==> src/rtl/small_matrix_multiply_top_assert.svh <==
// Assertion macros for the small matrix multiplier.
// Depends on clk_i and rst_ni being visible in the module that includes it.
`ifndef SMALL_MATRIX_MULTIPLY_TOP_ASSERT_SVH
`define SMALL_MATRIX_MULTIPLY_TOP_ASSERT_SVH

// Same-cycle implication, checked outside reset
`define SMM_ASSERT_NOW(lbl, ante, cons, msg) \
  lbl: assert property (@(posedge clk_i) disable iff (!rst_ni) (ante) |-> (cons)) \
    else $error(msg);

// Next-cycle implication, checked outside reset
`define SMM_ASSERT_NEXT(lbl, ante, cons, msg) \
  lbl: assert property (@(posedge clk_i) disable iff (!rst_ni) (ante) |=> (cons)) \
    else $error(msg);

`endif

==> src/rtl/smm_pkg.sv <==
// Shared constants and codes for the small matrix multiplier.
// No dependencies.
package smm_pkg;

  // Matrix geometry and fixed-point format
  localparam int DIM        = 4;
  localparam int FRAC_BITS  = 16;
  localparam int SIZE_LIMIT = (DIM < 4) ? DIM : 4;

  // Field widths
  localparam int IDX_W  = 2;
  localparam int SZ_W   = 3;
  localparam int VAL_W  = 32;
  localparam int MODE_W = 2;
  localparam int PROD_W = 2 * VAL_W;
  localparam int ADDR_W = (DIM * DIM > 1) ? $clog2(DIM * DIM) : 1;
  localparam int ACC_W  = PROD_W + $clog2(DIM) + 1;

  // Stream payload widths, padded to whole bytes
  localparam int S_DATA_W = ((IDX_W + IDX_W + VAL_W + 7) / 8) * 8;
  localparam int M_DATA_W = ((IDX_W + IDX_W + VAL_W + 7) / 8) * 8;

  // Rounding offset: half an LSB of the result
  localparam logic signed [ACC_W-1:0] ROUND_HALF = (ACC_W'(1) << FRAC_BITS) >> 1;

  // Input item kinds
  typedef enum logic [MODE_W-1:0] {
    MODE_WR_A    = 2'd0,
    MODE_WR_B    = 2'd1,
    MODE_COMPUTE = 2'd2
  } mode_e;

  // Configuration register indexes
  typedef enum logic [1:0] {
    CFG_ROWS_A     = 2'd0,
    CFG_INNER_SIZE = 2'd1,
    CFG_COLS_B     = 2'd2
  } cfg_idx_e;

endpackage

==> src/rtl/small_matrix_multiply_top.sv <==
// Small signed fixed-point matrix multiplier: element stores, sequencer, MAC unit.
// Depends on smm_pkg and small_matrix_multiply_top_assert.svh.
//
// Element writes (mode 0 for A, 1 for B) are taken only while idle. A compute beat
// (mode 2) streams out rows_a x cols_b product elements in row-major order, the
// last one with tlast. All products go through one 32x32 multiplier, one
// multiply-accumulate per cycle while the sequencer issues, and each product
// element passes the store read, multiply and accumulate stages, then round
// and saturate, and waits for the output register to be free. s_axis_tready
// stays low until the last element is loaded into the output register. Sizes
// outside 1..4 are clamped; writes past the store and mode 3 are dropped
// without a result.
module small_matrix_multiply_top
  import smm_pkg::*;
(
  input  logic                clk_i,
  input  logic                rst_ni,
  // configuration write port
  input  logic                cfg_we_i,
  input  logic [1:0]          cfg_addr_i,
  input  logic [SZ_W-1:0]     cfg_data_i,
  // input stream
  input  logic                s_axis_tvalid,
  output logic                s_axis_tready,
  input  logic [S_DATA_W-1:0] s_axis_tdata,  // row[1:0], col[3:2], element_value[35:4]
  input  logic [MODE_W-1:0]   s_axis_tuser,  // mode[1:0]
  // output stream
  output logic                m_axis_tvalid,
  input  logic                m_axis_tready,
  output logic [M_DATA_W-1:0] m_axis_tdata,  // out_row[1:0], out_col[3:2], product_value[35:4]
  output logic                m_axis_tuser,  // saturated[0]
  output logic                m_axis_tlast
);

`include "small_matrix_multiply_top_assert.svh"

  typedef enum logic [2:0] {
    S_IDLE,
    S_ISSUE,
    S_DRAIN,
    S_EMIT
  } state_e;

  // Clamp a size register to 1..SIZE_LIMIT
  function automatic logic [SZ_W-1:0] eff_size(input logic [SZ_W-1:0] v);
    logic [SZ_W-1:0] res;
    res = v;
    if (v == '0) res = SZ_W'(1);
    else if (v > SZ_W'(SIZE_LIMIT)) res = SZ_W'(SIZE_LIMIT);
    return res;
  endfunction

  // Input beat fields
  logic [IDX_W-1:0] in_row, in_col;
  logic [VAL_W-1:0] in_val;
  logic             in_beat;
  assign in_row  = s_axis_tdata[IDX_W-1:0];
  assign in_col  = s_axis_tdata[2*IDX_W-1:IDX_W];
  assign in_val  = s_axis_tdata[2*IDX_W+VAL_W-1:2*IDX_W];
  assign in_beat = s_axis_tvalid && s_axis_tready;

  // Configuration registers
  logic [SZ_W-1:0] rows_a_q, inner_size_q, cols_b_q;

  always_ff @(posedge clk_i or negedge rst_ni) begin
    if (!rst_ni) begin
      rows_a_q     <= SZ_W'(4);
      inner_size_q <= SZ_W'(4);
      cols_b_q     <= SZ_W'(4);
    end else if (cfg_we_i) begin
      case (cfg_idx_e'(cfg_addr_i))
        CFG_ROWS_A:     rows_a_q     <= cfg_data_i;
        CFG_INNER_SIZE: inner_size_q <= cfg_data_i;
        CFG_COLS_B:     cols_b_q     <= cfg_data_i;
        default: ;
      endcase
    end
  end

  // Sequencer registers
  state_e           state_q;
  logic [SZ_W-1:0]  nr_q, nk_q, nc_q;
  logic [IDX_W-1:0] r_q, c_q, k_q;
  logic             rd_vld_q, rd_last_q;
  logic             prod_vld_q, prod_last_q;
  logic signed [PROD_W-1:0] prod_q;
  logic signed [ACC_W-1:0]  acc_q;
  logic             m_valid_q, m_sat_q, m_last_q;
  logic [M_DATA_W-1:0] m_data_q;

  // Store write decode
  logic wr_in_range, wr_a, wr_b;
  logic [ADDR_W-1:0] wr_addr;
  assign wr_in_range = (int'(in_row) < DIM) && (int'(in_col) < DIM);
  assign wr_a    = in_beat && wr_in_range && (mode_e'(s_axis_tuser) == MODE_WR_A);
  assign wr_b    = in_beat && wr_in_range && (mode_e'(s_axis_tuser) == MODE_WR_B);
  assign wr_addr = ADDR_W'(int'(in_row) * DIM + int'(in_col));

  // Store read addresses: A[r][k], B[k][c]
  logic [ADDR_W-1:0] rd_addr_a, rd_addr_b;
  assign rd_addr_a = ADDR_W'(int'(r_q) * DIM + int'(k_q));
  assign rd_addr_b = ADDR_W'(int'(k_q) * DIM + int'(c_q));

  // Element stores with per-entry valid bits; an unwritten entry reads as zero
  logic [VAL_W-1:0]     mem_a [DIM*DIM];
  logic [VAL_W-1:0]     mem_b [DIM*DIM];
  logic [DIM*DIM-1:0]   a_vld_q, b_vld_q;
  logic [VAL_W-1:0]     a_rd_q, b_rd_q;
  logic                 a_ok_q, b_ok_q;

  always_ff @(posedge clk_i) begin
    if (wr_a) mem_a[wr_addr] <= in_val;
    if (wr_b) mem_b[wr_addr] <= in_val;
    a_rd_q <= mem_a[rd_addr_a];
    b_rd_q <= mem_b[rd_addr_b];
  end

  always_ff @(posedge clk_i or negedge rst_ni) begin
    if (!rst_ni) begin
      a_vld_q <= '0;
      b_vld_q <= '0;
      a_ok_q  <= 1'b0;
      b_ok_q  <= 1'b0;
    end else begin
      if (wr_a) a_vld_q[wr_addr] <= 1'b1;
      if (wr_b) b_vld_q[wr_addr] <= 1'b1;
      a_ok_q <= a_vld_q[rd_addr_a];
      b_ok_q <= b_vld_q[rd_addr_b];
    end
  end

  logic signed [VAL_W-1:0] a_op, b_op;
  assign a_op = a_ok_q ? signed'(a_rd_q) : '0;
  assign b_op = b_ok_q ? signed'(b_rd_q) : '0;

  // Round was folded into the accumulator start value; shift and saturate here
  logic signed [ACC_W-1:0] sh;
  logic                    fits, out_free;
  logic [VAL_W-1:0]        res_val;
  assign sh       = acc_q >>> FRAC_BITS;
  assign fits     = (&sh[ACC_W-1:VAL_W-1]) || !(|sh[ACC_W-1:VAL_W-1]);
  assign res_val  = fits ? sh[VAL_W-1:0]
                  : (sh[ACC_W-1] ? {1'b1, {(VAL_W-1){1'b0}}} : {1'b0, {(VAL_W-1){1'b1}}});
  assign out_free = !m_valid_q || m_axis_tready;

  logic k_last, c_last, r_last;
  assign k_last = (k_q == IDX_W'(nk_q - SZ_W'(1)));
  assign c_last = (c_q == IDX_W'(nc_q - SZ_W'(1)));
  assign r_last = (r_q == IDX_W'(nr_q - SZ_W'(1)));

  // Sequencer, MAC pipeline and output register
  always_ff @(posedge clk_i or negedge rst_ni) begin
    if (!rst_ni) begin
      state_q     <= S_IDLE;
      nr_q        <= SZ_W'(1);
      nk_q        <= SZ_W'(1);
      nc_q        <= SZ_W'(1);
      r_q         <= '0;
      c_q         <= '0;
      k_q         <= '0;
      rd_vld_q    <= 1'b0;
      rd_last_q   <= 1'b0;
      prod_vld_q  <= 1'b0;
      prod_last_q <= 1'b0;
      prod_q      <= '0;
      acc_q       <= '0;
      m_valid_q   <= 1'b0;
      m_sat_q     <= 1'b0;
      m_last_q    <= 1'b0;
      m_data_q    <= '0;
    end else begin
      // output beat taken
      if (m_valid_q && m_axis_tready) m_valid_q <= 1'b0;

      // multiply stage
      rd_vld_q    <= 1'b0;
      prod_vld_q  <= rd_vld_q;
      prod_last_q <= rd_last_q;
      if (rd_vld_q) prod_q <= a_op * b_op;

      // accumulate stage
      if (prod_vld_q) acc_q <= acc_q + ACC_W'(prod_q);

      case (state_q)
        S_IDLE: begin
          if (in_beat && mode_e'(s_axis_tuser) == MODE_COMPUTE) begin
            nr_q    <= eff_size(rows_a_q);
            nk_q    <= eff_size(inner_size_q);
            nc_q    <= eff_size(cols_b_q);
            r_q     <= '0;
            c_q     <= '0;
            k_q     <= '0;
            acc_q   <= ROUND_HALF;
            state_q <= S_ISSUE;
          end
        end
        S_ISSUE: begin
          rd_vld_q  <= 1'b1;
          rd_last_q <= k_last;
          k_q       <= k_q + IDX_W'(1);
          if (k_last) state_q <= S_DRAIN;
        end
        S_DRAIN: begin
          if (prod_vld_q && prod_last_q) state_q <= S_EMIT;
        end
        S_EMIT: begin
          if (out_free) begin
            m_valid_q <= 1'b1;
            m_sat_q   <= !fits;
            m_last_q  <= r_last && c_last;
            m_data_q  <= M_DATA_W'({res_val, c_q, r_q});
            k_q       <= '0;
            acc_q     <= ROUND_HALF;
            if (c_last) begin
              c_q <= '0;
              r_q <= r_q + IDX_W'(1);
            end else begin
              c_q <= c_q + IDX_W'(1);
            end
            state_q <= (r_last && c_last) ? S_IDLE : S_ISSUE;
          end
        end
        default: state_q <= S_IDLE;
      endcase
    end
  end

  assign s_axis_tready = (state_q == S_IDLE);
  assign m_axis_tvalid = m_valid_q;
  assign m_axis_tdata  = m_data_q;
  assign m_axis_tuser  = m_sat_q;
  assign m_axis_tlast  = m_last_q;

  // MAC pipeline only carries work while a product element is in flight
  `SMM_ASSERT_NOW(a_mac_busy, prod_vld_q, (state_q == S_ISSUE || state_q == S_DRAIN), "product outside compute")
  // inner index never passes the clamped inner size
  `SMM_ASSERT_NOW(a_k_range, state_q == S_ISSUE, (SZ_W'(k_q) < nk_q), "inner index out of range")
  // pipeline is empty whenever a new beat can be taken
  `SMM_ASSERT_NOW(a_idle_empty, s_axis_tready, (!rd_vld_q && !prod_vld_q), "pipeline busy while idle")
  // the final element of a product returns the block to idle
  `SMM_ASSERT_NEXT(a_last_idle, state_q == S_EMIT && out_free && r_last && c_last, (state_q == S_IDLE && m_axis_tlast), "last element without return to idle")

endmodule
==> config.mk <==
export PLATFORM = sky130hd
export DESIGN_NAME = small_matrix_multiply_top
export DESIGN_NICKNAME = d
export VERILOG_FILES = /design/src/rtl/smm_pkg.sv /design/src/rtl/small_matrix_multiply_top.sv
export VERILOG_INCLUDE_DIRS = /design/src /design/src/rtl
export SDC_FILE = /design/constraint.sdc
export NUM_CORES = 2
export LEC_CHECK = 0
export ABC_AREA = 1
export BUFFER_PORTS_ARGS = -buffer_cell sky130_fd_sc_hd__buf_2
export CAP_MARGIN = 20
export CORE_ASPECT_RATIO = 0.7
export CORE_UTILIZATION = 60
export DETAILED_ROUTE_END_ITERATION = 7
export HOLD_SLACK_MARGIN = 0.03
export PLACE_DENSITY_LB_ADDON = 0.05
export SLEW_MARGIN = 20
export SYNTH_ARGS = -nofsm -noshare
export SYNTH_HDL_FRONTEND = slang
export SYNTH_SLANG_ARGS = --single-unit
==> constraint.sdc <==
create_clock -name clk_i -period 15.51 [get_ports clk_i]
set_input_delay 2.3265 -clock clk_i [delete_from_list [all_inputs] [get_ports clk_i]]
set_output_delay 2.3265 -clock clk_i [all_outputs]
set_load 0.01 [all_outputs]
======== After elaboration in Yosys (flattened, before gate mapping) ========
Memories as Yosys holds them, arrays and structs flattened. A register that Yosys moved wholly into a read port is not among the register bits.
Index checks and enable logic that the tools add are counted.
word-level totals
  register bits ........................... 232
  latch bits .............................. 0
  RAM bits ................................ 1024
  ROM bits ................................ 0
  input bits .............................. 52
  output and inout bits ................... 44
  word-level logic and storage cells ...... 136
  memories kept ........................... 2
memories
  memory  words  width  read ports  clocked after memory_dff  wr ports  RTL line                          RTL
  mem_a   16     32     1           1                         1         small_matrix_multiply_top.sv:105  logic [VAL_W-1:0] mem_a [DIM*DIM];
  mem_b   16     32     1           1                         1         small_matrix_multiply_top.sv:106  logic [VAL_W-1:0] mem_b [DIM*DIM];
operators by class
  $add $sub $neg .......................... 10
  multipliers ............................. 1
  divide/modulo/power cells ............... 0
  $lt $le $gt $ge ......................... 7
  eq/ne operators ......................... 15
  shift-type cells ........................ 0
  mux-type cells .......................... 43
  bitwise logic cells ..................... 2
  reductions and logical operators ........ 32
operators by type and width
  kind                                                                           number
  67-bit two-way mux                                                             3
  67-bit one-hot mux with 2 select lines                                         1
  32-bit two-way mux                                                             4
  67-bit by 64-bit adder with 67-bit output                                      1
  32-bit by 32-bit multiplier with 64-bit output                                 1
  16-bit bitwise OR                                                              2
  2-bit two-way mux                                                              12
  20-bit AND reduction                                                           1
  20-bit OR reduction                                                            1
  4-bit by 5-bit less-than comparator with 1-bit output (second input constant)  3
  4-bit by 2-bit adder with 4-bit output                                         3
  3-bit zero test                                                                4
  1-bit two-way mux                                                              12
  3-bit two-way mux                                                              4
  3-bit one-hot mux with 4 select lines                                          1
  2-bit AND reduction                                                            5
  3-bit greater-than comparator (second input constant)                          3
  1-bit binary-select mux with 4-bit select                                      2
  1-bit logical AND                                                              8
  2-bit inequality test (second input constant)                                  4
  2-bit one-hot mux with 2 select lines                                          2
  4-bit AND reduction                                                            2
  2-bit by 1-bit adder with 2-bit output (second input constant)                 3
  2-bit == test                                                                  3
  15 further kinds                                                               25

======== Depth between registers and ports, before layout ========
  depth after elaboration ................. 6
  depth in mapped cells ................... 35
  gate-level depth less buffers ........... 32

======== Worst setup path after synthesis ========
OpenSTA, ideal clock, no wires.
  path kind ............................... reg-to-reg
  from .................................... reg a_ok_q
  to ...................................... reg prod_q[61]
  library setup time ...................... 118 ps
  arrival time ............................ 7541 ps
  required time ........................... 15392 ps
  setup slack ............................. 7851 ps
  stages on the path, launching flop included .. 32
  path buffers ............................ 3
  period minus slack after synthesis ...... 7659 ps
  cell sequence ........................... dfrtp_1 > clkbuf_1 > buf_2 > nand2_1 > clkbuf_1 > nor2_1 > fa_1 > fa_1 > fa_1 > fa_1 > inv_1 > fa_1 > inv_1 > fa_1 > inv_1 > fa_1 > inv_1 > fa_1 > ha_1 > nand2_1 > nor2_1 > inv_1 > nor2_1 > inv_1 > nor4_1 > inv_1 > nor3_2 > nand2_1 > nand2_1 > nand2_1 > nand3_1 > nand2_1
between the ends
  word-level cells in the longest chain between the ends .. 2
ends and longest elaborated chain
  what                                            RTL line                          RTL
  start, declared                                 small_matrix_multiply_top.sv:109  logic a_ok_q, b_ok_q;
  start signal, assigned                          small_matrix_multiply_top.sv:127  a_ok_q <= a_vld_q[rd_addr_a];
  32-bit two-way mux                              small_matrix_multiply_top.sv:133  assign a_op = a_ok_q ? signed'(a_rd_q) : '0;
  32-bit by 32-bit multiplier with 64-bit output  small_matrix_multiply_top.sv:179  if (rd_vld_q) prod_q <= a_op * b_op;
  end signal, assigned                            small_matrix_multiply_top.sv:179
  end, declared                                   small_matrix_multiply_top.sv:86   logic signed [PROD_W-1:0] prod_q;
Every way passes these cells.
A chain may end at the register's enable or synchronous reset.

======== Final worst setup path ========
  from .................................... reg b_ok_q
  to ...................................... reg prod_q[54]
between the ends
  word-level cells in the longest chain between the ends .. 2
ends and longest elaborated chain
  what                                            RTL line                          RTL
  start, declared                                 small_matrix_multiply_top.sv:109
  start signal, assigned                          small_matrix_multiply_top.sv:128  b_ok_q <= b_vld_q[rd_addr_b];
  32-bit two-way mux                              small_matrix_multiply_top.sv:134  assign b_op = b_ok_q ? signed'(b_rd_q) : '0;
  32-bit by 32-bit multiplier with 64-bit output  small_matrix_multiply_top.sv:179
Every way passes these cells.

==> flow_metrics.tcl <==
set metrics [dict create \
    outcome "finished, violations left" \
    failed_checks "design-rule violations" \
    grt_pass1_vias 66619 \
    worstRegToRegCells 27 \
    netlist.area_leader.share_pct 33.5 \
    wl_met3_mm 40.8 \
    clk_pin_slew_worst_paths_ns 0.07 \
    start_util_pct 60.7 \
    hold-path-endpoint "prod_last_q" \
    final.setup_skew_ns 0.0896 \
    cts_tree "done" \
    async_flop_share_pct 17.5 \
    drv_cap 0 \
    place.gp.congestion 1.02 \
    start_kind "flip-flop" \
    ys_types 55 \
    rows 119 \
    dr.pass1.iters 8 \
    max_slew_margin_pct 17.4 \
    drive_gt1_share_pct 6.27 \
    endpoint_kind "flip-flop" \
    ant_nets 0 \
    synth-seq-cells 1319 \
    fp.dieArea_um2 154000 \
    cts_root_buffer "clkbuf_16" \
    synth_edf_count 1024 \
    path_buf_inv 8 \
    fin_ws_ns 5.73 \
    fin_tns_setup_ns 0 \
    portBuffers 87 \
    pre_cts_ws_ns 5.94 \
    path_delay_family "adder cells" \
    synth.top_cells.by_area "edfxtp_1 34%, fa_1 24%, dfrtp_1 6.1%" \
    routed_wirelength_mm 292 \
    ys_dominant_reg_cell "edfxtp_1" \
    drt_iter0_drc 8199 \
    cp_slowest_stage_delay_ns 1.02 \
    synthToLayoutAreaGrowth_pct 7.28 \
    max_freq_mhz 102 \
    yosysWarnings 0 \
    dieHeight_um 329 \
    nNetsFinal 10547 \
    syn_avg_cell_area_um2 9.93 \
    yosysMostFrequentCell "nor2_1" \
    clock_path_buffers 3 \
    wl_met2_mm 117 \
    cts_htree_levels 3 \
    r2r_slack_ns 5.73 \
    grt_max_degree 127 \
    clock_sinks 1319 \
    hold_viol 0 \
    cts_buffers 120 \
    hp-class "flip-flop to flip-flop" \
    syn_area_um2 91700 \
    core_um2 151000 \
    clock_latency_ns 0.79 \
    io-pin-count 96 \
    fin_crit_ns 9.78 \
    synth-seq-area-share_pct 41.3 \
    antenna_found_initial 23 \
    viasPerCell 6.07 \
    vias 68442 \
    crit_path_frequent_cell "fa_1" \
    critPathSlowestCell "fa_1" \
    critPathMaxFanout 33 \
    final_cell_area_um2 98300 \
    whs_path_depth 0 \
    post_cts_buffers 0 \
    syn_inst 9228 \
    netlist_top_cells_count "1477 x nor2_1, 1417 x inv_1, 1284 x nand2_1" \
    drt-met1-wl_mm 125 \
    setup_violations 0 \
    timing.hold.ws_ns 0.385 \
    dp_hpwl_mm 208 \
    finalCritPeriodShare_pct 63.0 \
    crit_type "flip-flop to flip-flop" \
    post-route-drc-count 1 \
    rsz0062_at_grt "no" \
    worstMarginPinSlew_ns 1.23 \
    placed_cell_area_um2 94300 \
    finalMaxSlewViolations 0 \
    reg2reg_from "b_ok_q" \
    yosysTopAreaCell "edfxtp_1" \
    grt_usage_pct 38.8 \
    ctsResizeCount 0 \
    cp.required_ns 16.19 \
    wl_per_cell_um 26.0 \
    die_w_um 469 \
    r2r-end "prod_q[54]" \
    arrival_ns 10.45 \
    overflow 0 \
    hold_start "rd_last_q" \
    grt_pass1_wl_mm 435 \
    highest_layer "met5" \
    ctsHoldBuffers 0 \
]
## cell families (layout without fill, tap and decap cells)
| logic type | Yosys count | count (layout) | share of synthesized area (%) |
|---|---|---|---|
| AND/OR/NAND/NOR | 3193 | 3193 | 14.0 |
| buffers and inverters | 1878 | 1911 | 7.80 |
| AO/OA/AOI/OAI | 1441 | 1441 | 9.27 |
| adder cells (fa/ha/maj) | 1337 | 1337 | 27.1 |
| flip-flops | 1319 | 1319 | 41.3 |
| XOR/XNOR | 59 | 59 | 0.564 |
| other | 1 | 12 | 0.00409 |
## how the worst max path moves through the flow
stage,start,slack (ns),cells after the start,end
2_1_floorplan,a_ok_q,7.85,31,prod_q[61]
3_3_place_gp,b_ok_q,6.03,28,prod_q[54]
5_1_grt,b_ok_q,5.35,29,prod_q[52]
4_1_cts,b_ok_q,5.90,28,prod_q[54]
6_report,b_ok_q,5.73,27,prod_q[54]
3_5_place_dp,b_ok_q,5.94,28,prod_q[54]
## per-layer routing
layer,vias to the layer above,global-route usage (%)
li1,29610,-
met2,3996,51.8
met4,20,11.7
met1,34244,59.9
met3,572,12.6
met5,-,0
## through the flow
stage	util, %	cells
3_3_place_gp	62.4	11029
6_report	65.1	11268
3_5_place_dp	62.4	11030
2_1_floorplan	-	9231
4_1_cts	65.1	11258
5_1_grt	65.1	11262
## area by class of cell
| class | count | area [µm²] |
|---|---|---|
| Fill cell | 12166 | 52600 |
| Multi-Input combinational cell | 6034 | 47000 |
| Sequential cell | 1319 | 37800 |
| Inverter | 1458 | 5500 |
| Clock buffer | 167 | 3280 |
| Tap cell | 1996 | 2500 |
| Timing Repair Buffer | 225 | 1520 |
| Clock inverter | 61 | 718 |
| Antenna cell | 8 | 20.0 |
## cell usage in the layout (no fill, tap or decap), types with 37 or more instances in the layout
cell type     n
clkbuf_16   120
nand2_1    1282
o211ai_1     96
edfxtp_1   1024
o21ai_0     701
dfxtp_1      64
a21oi_1     249
inv_1      1411
dfrtp_1     217
clkbuf_1     37
o22ai_1      78
nor2_1     1445
ha_1        254
buf_2        86
nand3_1     237
o221ai_1    181
nand4_1      43
buf_4       135
fa_1       1083
## sequential cells by signal, summed over array words and instances (netlist names), 16 cells and up
name / flops
a_rd_q: 32
a_vld_q: 16
acc_q: 67
b_rd_q: 32
b_vld_q: 16
m_axis_tdata: 36
mem_a: 512
mem_b: 512
prod_q: 64
Power is left out: the tool's default activity adds up to more than one toggle a clock period on the data nets, which glitch-free logic cannot reach.
